$ cat src/rtl/scba_pkg.sv
// shared types and constants of the size class block allocator
package scba_pkg;

	localparam int NUM_CLASSES = 6;
	localparam int APB_ADDR_W = 5;
	localparam int APB_DATA_W = 32;
	localparam int CNT_W = 7;
	localparam int FIELD_IDX_W = 6;
	localparam int OFFSET_W = 17;
	localparam int STRIDE_W = 11;

	localparam logic [CNT_W-1:0] CNT_RESET = 7'd16;
	localparam logic [2:0] LARGE_CLASS = 3'd5;
	localparam logic [STRIDE_W-1:0] MIN_CLASS_BYTES = 11'd32;

	// register indexes (byte address / 4)
	localparam logic [2:0] REG_BLOCKS_32 = 3'd0;
	localparam logic [2:0] REG_BLOCKS_1024 = 3'd5;
	localparam logic [2:0] REG_ENABLE_LARGE = 3'd6;

	// request codes
	localparam logic ACT_ALLOC = 1'b0;
	localparam logic ACT_FREE = 1'b1;

	// result codes
	localparam logic [2:0] STS_GRANTED = 3'd0;
	localparam logic [2:0] STS_FULL = 3'd1;
	localparam logic [2:0] STS_TOO_LARGE = 3'd2;
	localparam logic [2:0] STS_FREED = 3'd3;
	localparam logic [2:0] STS_INVALID = 3'd4;

	typedef struct packed {
		logic action;
		logic [15:0] req_size;
		logic [2:0] free_class;
		logic [FIELD_IDX_W-1:0] free_index;
	} scba_req_t;

	typedef struct packed {
		logic [2:0] status;
		logic [2:0] size_class;
		logic [FIELD_IDX_W-1:0] block_index;
		logic [OFFSET_W-1:0] payload_offset;
	} scba_rsp_t;

	typedef struct packed {
		logic [NUM_CLASSES-1:0][CNT_W-1:0] blocks;
		logic enable_large;
	} scba_cfg_t;

	typedef struct packed {
		logic load_item;
		logic commit;
		logic load_out;
	} scba_cmd_t;

endpackage

$ cat src/rtl/scba_regs.sv
// apb configuration registers of the allocator
module scba_regs
	import scba_pkg::*;
(
	input logic clk,
	input logic arst_n,
	input logic psel,
	input logic penable,
	input logic pwrite,
	input logic [APB_ADDR_W-1:0] paddr,
	input logic [APB_DATA_W-1:0] pwdata,
	output logic [APB_DATA_W-1:0] prdata,
	output logic pready,
	output scba_cfg_t cfg
);

	scba_cfg_t cfg_q;
	logic [2:0] reg_idx;
	logic wr_en;

	assign reg_idx = paddr[APB_ADDR_W-1:2];
	assign wr_en = psel && penable && pwrite;
	assign pready = 1'b1;
	assign cfg = cfg_q;

	always_ff @(posedge clk or negedge arst_n) begin
		if (!arst_n) begin
			cfg_q.blocks <= {NUM_CLASSES{CNT_RESET}};
			cfg_q.enable_large <= 1'b1;
		end else if (wr_en) begin
			unique case (reg_idx)
				REG_ENABLE_LARGE: cfg_q.enable_large <= pwdata[0];
				default: begin
					if (reg_idx <= REG_BLOCKS_1024) begin
						cfg_q.blocks[reg_idx] <= pwdata[CNT_W-1:0];
					end
				end
			endcase
		end
	end

	always_comb begin
		prdata = '0;
		unique case (reg_idx)
			REG_ENABLE_LARGE: prdata = APB_DATA_W'(cfg_q.enable_large);
			default: begin
				if (reg_idx <= REG_BLOCKS_1024) begin
					prdata = APB_DATA_W'(cfg_q.blocks[reg_idx]);
				end
			end
		endcase
	end

endmodule

$ cat src/rtl/scba_ctrl.sv
// sequencing state machine of the allocator
module scba_ctrl
	import scba_pkg::*;
(
	input logic clk,
	input logic arst_n,
	input logic req_valid,
	output logic req_ready,
	output logic rsp_valid,
	input logic rsp_ready,
	output scba_cmd_t cmd
);

	typedef enum logic [1:0] {
		ST_IDLE,
		ST_LOOKUP,
		ST_RESULT
	} state_t;

	state_t state_q;
	logic rsp_valid_q;
	logic out_free;

	assign out_free = !rsp_valid_q || rsp_ready;
	assign cmd.commit = (state_q == ST_LOOKUP);
	assign cmd.load_out = (state_q == ST_RESULT) && out_free;
	assign req_ready = (state_q == ST_IDLE) || cmd.load_out;
	assign cmd.load_item = req_valid && req_ready;
	assign rsp_valid = rsp_valid_q;

	always_ff @(posedge clk or negedge arst_n) begin
		if (!arst_n) begin
			state_q <= ST_IDLE;
			rsp_valid_q <= 1'b0;
		end else begin
			if (cmd.load_out) begin
				rsp_valid_q <= 1'b1;
			end else if (rsp_ready) begin
				rsp_valid_q <= 1'b0;
			end
			unique case (state_q)
				ST_IDLE: begin
					if (cmd.load_item) state_q <= ST_LOOKUP;
				end
				ST_LOOKUP: state_q <= ST_RESULT;
				ST_RESULT: begin
					if (cmd.load_item) state_q <= ST_LOOKUP;
					else if (cmd.load_out) state_q <= ST_IDLE;
				end
				default: state_q <= ST_IDLE;
			endcase
		end
	end

endmodule

$ cat src/rtl/scba_dp.sv
// free maps, class lookup, block search and offset datapath
module scba_dp
	import scba_pkg::*;
#(
	parameter int MAX_BLOCKS = 64,
	parameter int HEADER_BYTES = 8
) (
	input logic clk,
	input logic arst_n,
	input scba_cmd_t cmd,
	input scba_cfg_t cfg,
	input scba_req_t req,
	output scba_rsp_t rsp
);

	localparam int IDX_W = (MAX_BLOCKS > 1) ? $clog2(MAX_BLOCKS) : 1;

	logic [MAX_BLOCKS-1:0] map_q [NUM_CLASSES];
	scba_req_t item_s1;

	logic [2:0] alloc_cls;
	logic too_large;
	logic [2:0] cls_lu;
	logic cls_ok;
	logic [CNT_W-1:0] cnt_lu;
	logic [MAX_BLOCKS-1:0] map_rd;
	logic [MAX_BLOCKS-1:0] avail;
	logic found;
	logic [IDX_W-1:0] gidx;
	logic free_ok;

	logic [2:0] status_nx;
	logic [2:0] cls_nx;
	logic [FIELD_IDX_W-1:0] idx_nx;
	logic off_en_nx;
	logic upd_en;
	logic upd_val;
	logic [IDX_W-1:0] upd_idx;

	logic [2:0] status_s2;
	logic [2:0] cls_s2;
	logic [FIELD_IDX_W-1:0] idx_s2;
	logic off_en_s2;

	logic [STRIDE_W-1:0] stride;
	logic [OFFSET_W-1:0] offset;
	scba_rsp_t rsp_q;

	function automatic logic [CNT_W-1:0] eff_count(input logic [CNT_W-1:0] n);
		return (n > CNT_W'(MAX_BLOCKS)) ? CNT_W'(MAX_BLOCKS) : n;
	endfunction

	always_ff @(posedge clk) begin
		if (cmd.load_item) item_s1 <= req;
	end

	// smallest enabled class that covers the size
	always_comb begin
		alloc_cls = '0;
		too_large = 1'b1;
		for (int c = NUM_CLASSES - 1; c >= 0; c--) begin
			if ({5'd0, item_s1.req_size} <= (21'(MIN_CLASS_BYTES) << c) &&
			    (3'(c) != LARGE_CLASS || cfg.enable_large)) begin
				alloc_cls = 3'(c);
				too_large = 1'b0;
			end
		end
	end

	assign cls_lu = (item_s1.action == ACT_FREE) ? item_s1.free_class : alloc_cls;
	assign cls_ok = (cls_lu < 3'(NUM_CLASSES));
	assign cnt_lu = cls_ok ? eff_count(cfg.blocks[cls_lu]) : '0;
	assign map_rd = cls_ok ? map_q[cls_lu] : '0;

	// lowest free block below the active count
	always_comb begin
		found = 1'b0;
		gidx = '0;
		for (int i = 0; i < MAX_BLOCKS; i++) begin
			avail[i] = map_rd[i] && (CNT_W'(i) < cnt_lu);
		end
		for (int i = MAX_BLOCKS - 1; i >= 0; i--) begin
			if (avail[i]) begin
				found = 1'b1;
				gidx = IDX_W'(i);
			end
		end
	end

	assign free_ok = cls_ok &&
		!(item_s1.free_class == LARGE_CLASS && !cfg.enable_large) &&
		(CNT_W'(item_s1.free_index) < cnt_lu);

	always_comb begin
		status_nx = STS_INVALID;
		cls_nx = item_s1.free_class;
		idx_nx = item_s1.free_index;
		off_en_nx = 1'b0;
		upd_en = 1'b0;
		upd_val = 1'b0;
		upd_idx = item_s1.free_index[IDX_W-1:0];
		if (item_s1.action == ACT_ALLOC) begin
			cls_nx = alloc_cls;
			idx_nx = '0;
			if (too_large) begin
				status_nx = STS_TOO_LARGE;
				cls_nx = '0;
			end else if (found) begin
				status_nx = STS_GRANTED;
				idx_nx = FIELD_IDX_W'(gidx);
				off_en_nx = 1'b1;
				upd_en = 1'b1;
				upd_idx = gidx;
			end else begin
				status_nx = STS_FULL;
			end
		end else if (free_ok) begin
			status_nx = STS_FREED;
			off_en_nx = 1'b1;
			upd_en = 1'b1;
			upd_val = 1'b1;
		end
	end

	always_ff @(posedge clk or negedge arst_n) begin
		if (!arst_n) begin
			map_q <= '{default: '1};
		end else if (cmd.commit && upd_en) begin
			map_q[cls_lu][upd_idx] <= upd_val;
		end
	end

	always_ff @(posedge clk) begin
		if (cmd.commit) begin
			status_s2 <= status_nx;
			cls_s2 <= cls_nx;
			idx_s2 <= idx_nx;
			off_en_s2 <= off_en_nx;
		end
	end

	// index * (block bytes + header) + header, kept to 17 bits
	assign stride = (MIN_CLASS_BYTES << cls_s2) + STRIDE_W'(HEADER_BYTES);
	assign offset = OFFSET_W'(idx_s2) * OFFSET_W'(stride) + OFFSET_W'(HEADER_BYTES);

	always_ff @(posedge clk) begin
		if (cmd.load_out) begin
			rsp_q.status <= status_s2;
			rsp_q.size_class <= cls_s2;
			rsp_q.block_index <= idx_s2;
			rsp_q.payload_offset <= off_en_s2 ? offset : '0;
		end
	end

	assign rsp = rsp_q;

endmodule

$ cat src/rtl/size_class_block_allocator.sv
// top level of the size class block pool allocator
// path: request register, lookup state into the s2 registers, then the output
//   register, whose loading raises rsp_valid; the offset multiply feeds it
// requests: a new one is taken in the result state once the output register can
//   be loaded; lookup does class pick, free map read, priority encode, map write
// reset: arst_n clears at once; all free maps read all free, block counts 16,
//   large class enabled, ready for a request as soon as reset is released
module size_class_block_allocator
	import scba_pkg::*;
#(
	parameter int MAX_BLOCKS = 64,
	parameter int HEADER_BYTES = 8
) (
	input logic clk,
	input logic arst_n,
	// request channel
	input logic req_valid,
	output logic req_ready,
	input scba_req_t req,
	// result channel
	output logic rsp_valid,
	input logic rsp_ready,
	output scba_rsp_t rsp,
	// configuration port
	input logic psel,
	input logic penable,
	input logic pwrite,
	input logic [APB_ADDR_W-1:0] paddr,
	input logic [APB_DATA_W-1:0] pwdata,
	output logic [APB_DATA_W-1:0] prdata,
	output logic pready
);

	scba_cfg_t cfg;
	scba_cmd_t cmd;

	// block counts and large class enable, written over apb
	scba_regs u_regs (
		.clk(clk),
		.arst_n(arst_n),
		.psel(psel),
		.penable(penable),
		.pwrite(pwrite),
		.paddr(paddr),
		.pwdata(pwdata),
		.prdata(prdata),
		.pready(pready),
		.cfg(cfg)
	);

	// sequencer: idle, lookup, result; a new request transfer is taken in the
	// result cycle whenever the output register can be loaded
	scba_ctrl u_ctrl (
		.clk(clk),
		.arst_n(arst_n),
		.req_valid(req_valid),
		.req_ready(req_ready),
		.rsp_valid(rsp_valid),
		.rsp_ready(rsp_ready),
		.cmd(cmd)
	);

	// free maps, search and offset arithmetic; the output register here keeps
	// a finished result while the next request is taken in
	scba_dp #(
		.MAX_BLOCKS(MAX_BLOCKS),
		.HEADER_BYTES(HEADER_BYTES)
	) u_dp (
		.clk(clk),
		.arst_n(arst_n),
		.cmd(cmd),
		.cfg(cfg),
		.req(req),
		.rsp(rsp)
	);

endmodule

$ cat config.mk
export PLATFORM = sky130hd
export DESIGN_NAME = size_class_block_allocator
export DESIGN_NICKNAME = d
export VERILOG_FILES = /design/src/rtl/scba_pkg.sv /design/src/rtl/scba_regs.sv /design/src/rtl/scba_ctrl.sv /design/src/rtl/scba_dp.sv /design/src/rtl/size_class_block_allocator.sv
export SDC_FILE = /design/constraint.sdc
export NUM_CORES = 1
export LEC_CHECK = 0
export ABC_AREA = 1
export BUFFER_PORTS_ARGS = -buffer_cell sky130_fd_sc_hd__buf_2
export CAP_MARGIN = 20
export CORE_MARGIN = 1
export CORE_UTILIZATION = 45
export CTS_BUF_LIST = sky130_fd_sc_hd__clkbuf_4
export DETAILED_ROUTE_END_ITERATION = 12
export SETUP_SLACK_MARGIN = 0.05
export SLEW_MARGIN = 0
export SYNTH_ARGS = -nofsm -noshare
export SYNTH_HDL_FRONTEND = slang
export SYNTH_SLANG_ARGS = --single-unit
$ cat constraint.sdc
create_clock -name clk -period 15.3 [get_ports clk]
set_clock_uncertainty 0.1 [all_clocks]
set_input_delay 1.53 -clock clk [delete_from_list [all_inputs] [get_ports clk]]
set_output_delay 1.53 -clock clk [all_outputs]
set_load 0.02 [all_outputs]
==> results.txt <==
----------------------------------------------------
[Clock tree]
  Clk Latency, worst-skew pair ... 1040 ps
  CTS tree ... yes
  H-tree levels ... 4
  Clock input transition at the sequential cells of the worst setup and hold paths ... about 60 ps
  Number of hold buffers added after cts ... 0
  Maximum buffer depth of the clock tree ... 3
  Post-CTS repair timing setup buffer count ... 0
  Clock Sinks ... 495
  Clock root buffer master ... clkbuf_4
  Number of buffers added by the clock tree synthesis step ... 144
  Quantity of gates resized following cts ... 0

[Floorplan]
  Area of the placeable core ... 64,600 um^2
  Die W ... 258 um
  Total Die Area ... 66,600 um^2
  Die H ... 258 um
  Initial standard-cell utilization of the core ... a little under half
  Row count ... 93
  I/O pin total ... between 100 and 150

[Detailed routing]
  Detailed Route WL ... approximately 94,000 um
  Residual antenna-violating net count after detailed routing ... 0
  First-pass detailed-route iteration total ... 7
  Routed wirelength normalized by instance count ... 19.0 um
  Residual DRC ... 0
  Ratio of routed vias to standard cells ... 5.46
  1st-iter DRT viols ... 2,829
  Vias after detailed routing ... 27,000

[Synth]
  Average cell area after synthesis ... 7.46 um^2
  Dominant synthesized flop cell ... dfstp_2
  EDFF count, synth ... 65
  Commonest cells in the synthesized netlist ... 857 x nor2_1, 697 x nand2_1, 458 x inv_1
  Number of synthesized register bits ... 495
  Mapped cell area ... ~30,000 um^2
  Area share of the leading cell type in the synthesized netlist ... 34.8%
  Dominant cells by area after synthesis ... dfstp_2 35%, nor2_1 11%, nand2_1 8.9%
  Yosys warning count ... 0
  Leading cell type by number of instances after synthesis ... nor2_1
  Synth Area in XOR/XNOR ... 0.0297%
  Post-synth top area cell ... dfstp_2
  Number of distinct library cells after synthesis ... 56
  Multiplexer share of the synthesized area ... 0%
  FFs w/ async S/R, synth ... between 80 and 90%
  Largest family of logic cells by synthesized area ... simple AND/OR/NAND/NOR gates
  Fraction of the mapped netlist area in adder cells ... 2.90%
  Sequential-to-total area share from yosys stat ... 44.7%
  Simple logic cell fraction of the synthesized area ... ~29%
  Gate count after technology mapping ... 3,956
  Post-synthesis compound-gate area fraction ... 12.1%

[Global route]
  Overall overflow remaining after global route ... 0
  GR Util All Layers ... ~28%
  Vias in the first global route ... 25,300
  Pin count of the biggest net entering global routing ... 173
  Initial antenna violation count ... 1
  Global-route wire length before repair ... 146,000 um

[Power and ir drop]
  Part of the total power dissipated in combinational logic ... roughly 20%
  Total design power ... around 3400 uW
  Ratio of total power to cell area ... approximately 110 nW/um^2
  Static leakage ... around 0.014 uW
  Total net switching power ... 1160 uW
  Internal power component ... 2270 uW
  Clk pwr share ... 37.8%
  Sequential group share of total power ... between 40 and 50%
  Switching Fraction ... around 34%
  Peak supply drop ... 75.9 uV

[Place]
  Number of buffers inserted by port buffering ... 77
  Final GP Congestion ... 0.940
  Detailed Place HPWL ... 55,000 um
  Instance area at placement ... around 30,000 um^2

[Finish]
  Finished Core Util ... 49.7%
  Area used by sequential logic in the layout ... ~13,000 um^2
  Area of the multi-input gates ... 13,400 um^2
  Share of post-route cells with drive strength above 1 ... 20.4%
  Final non-filler cell area ... 32,100 um^2
  Fillers ... ~6,400
  Layout Nets ... 4,098
  Layout Area Growth over Synthesis ... 8.88%

[Setup path]
  Critical Path Max Stage Delay ... between 800 and 900 ps
  Critical path endpoint category ... register
  Slowest cell on the critical path ... buf_4
  Largest fanout on the critical path ... 101
  Critical path start-end classification ... reg -> reg
  Most Frequent Cell on Critical Path ... nand2_1
  Critical path launch point type ... register
  Signal arrival time at the worst endpoint ... 11,150 ps
  Required time worst endpoint ... 16,160 ps

[STA]
  Count of final hold-check violations ... 0
  Pin slew with the least headroom to its limit ... 1060 ps
  Highest achievable clock rate ... 97.1 MHz
  Share of the clock period used by the worst path ... just under 70%
  Period minus WS final ... 10,300 ps
  Total Neg Setup Slack ... 0 ps
  Max-slew violation count ... 0
  RSZ-0062 raised after global routing ... false
  Max-slew headroom at the worst pin ... 29.5%
  Setup-violating endpoint count in the final report ... 0

[Worst hold path]
  HP Class ... reg -> reg

[Flow run]
  Max capacitance violation total ... 0

[Status]
  Result of the run ... finished clean

----------------------------------------------------
==> layout make-up <==
cell class | instances | share of cell area [%]
timing repair buffer | 127 | 2.56
clock buffer | 213 | 4.98
antenna | 6 | 0.0467
tap | 855 | 3.33
clock inverter | 43 | 0.837
inverter | 476 | 5.56
multi-input combinational | 2727 | 41.6
sequential | 495 | 41.1
==> power by group through the flow <==
stage / registers (uW) / logic [uW] / clock network [uW]
6_report: 1440 / 688 / 1300
5_1_grt: 1450 / 752 / 1390
4_1_cts: 1440 / 677 / 1330
3_5_place_dp: 1460 / 675 / 0
3_3_place_gp: 1460 / 673 / 0
2_1_floorplan: 1460 / 445 / 0
==> routing by layer <==
| metal | routed length [um] | track usage (%) |
|---|---|---|
| met5 | 0 | 0 |
| met2 | 43500 | 44.6 |
| met3 | 6770 | 5.24 |
| met4 | 2340 | 10.2 |
| met1 | 41300 | 38.4 |
==> through the flow <==
stage	worst slack, ps	hold WS (ps)	std cells
after floorplan	9620	300	3983
after global placement	5290	301	4678
after detailed placement	5300	312	4678
after CTS	5240	305	4934
after global routing	3950	306	4937
final	5000	313	4942
==> worst max-delay path, delay by kind of cell, from the launching register on <==
family	cells	cell delay [ps]
AOI/OAI and AO/OA	1	110
buffers and inverters	4	1510
DFF	1	370
and+or+nand+nor	75	7920
==> registers in the layout (all words and copies together) (netlist names) <==
signal and flops:
u_dp.map_q 384, u_regs.cfg 43, u_dp.item_s1 26, u_dp.rsp 26, u_dp.idx_s2 6, u_dp.cls_s2 3
u_dp.status_s2 3, u_ctrl.state_q 2, u_ctrl.rsp_valid 1, u_dp.off_en_s2 1
==> cells in the final DEF (no fill, tap or decap), types with 8 or more instances in the layout <==
cell         n
clkbuf_4   213
o221ai_1     8
o21ai_1    154
nor4_1       9
o2111ai_1    8
nand4_1    222
nand2_1    696
nand4_2     11
o21ai_0    186
ha_1        38
a21oi_1     81
edfxtp_1    65
a211oi_1    25
nand3_1     47
o211ai_1    16
nor2_1     839
clkinv_1    34
inv_1      454
conb_1      29
fa_1        19
nor2_2      12
a2111oi_0    9
nor2_4      18
a31oi_1     10
o22ai_1    102
buf_4       46
buf_2       76
nor3_1     126
dfrtp_1     39
inv_2       21
dfstp_2    391
==> cell families after synthesis <==
group | after synthesis
AO/OA/AOI/OAI | 625
XOR/XNOR | 1
adder cells (fa/ha/maj) | 57
buffers and inverters | 761
flip-flops | 495
other | 2
AND/OR/NAND/NOR | 2015
==> path summary, 6_finish.rpt <==
check	startpoint	end	slack, ps	cells after the start
setup / recovery	u_dp.item_s1[9]$_DFFE_PP_	u_dp.map_q[91]$_DFFE_PN1P_	5000	80
hold / removal	u_dp.status_s2[1]$_DFFE_PN_	u_dp.rsp[27]$_DFFE_PP_	310	0
setup reg to reg	u_dp.item_s1[9]$_DFFE_PP_	u_dp.map_q[91]$_DFFE_PN1P_	5000	80
hold reg to reg	u_dp.status_s2[1]$_DFFE_PN_	u_dp.rsp[27]$_DFFE_PP_	310	0
max in group asynchronous	arst_n	u_dp.map_q[7]$_DFFE_PN1P_	13260	2
min in group asynchronous	arst_n	u_dp.map_q[382]$_DFFE_PN1P_	840	1
Note: power is estimated with default switching activity, not from simulation.
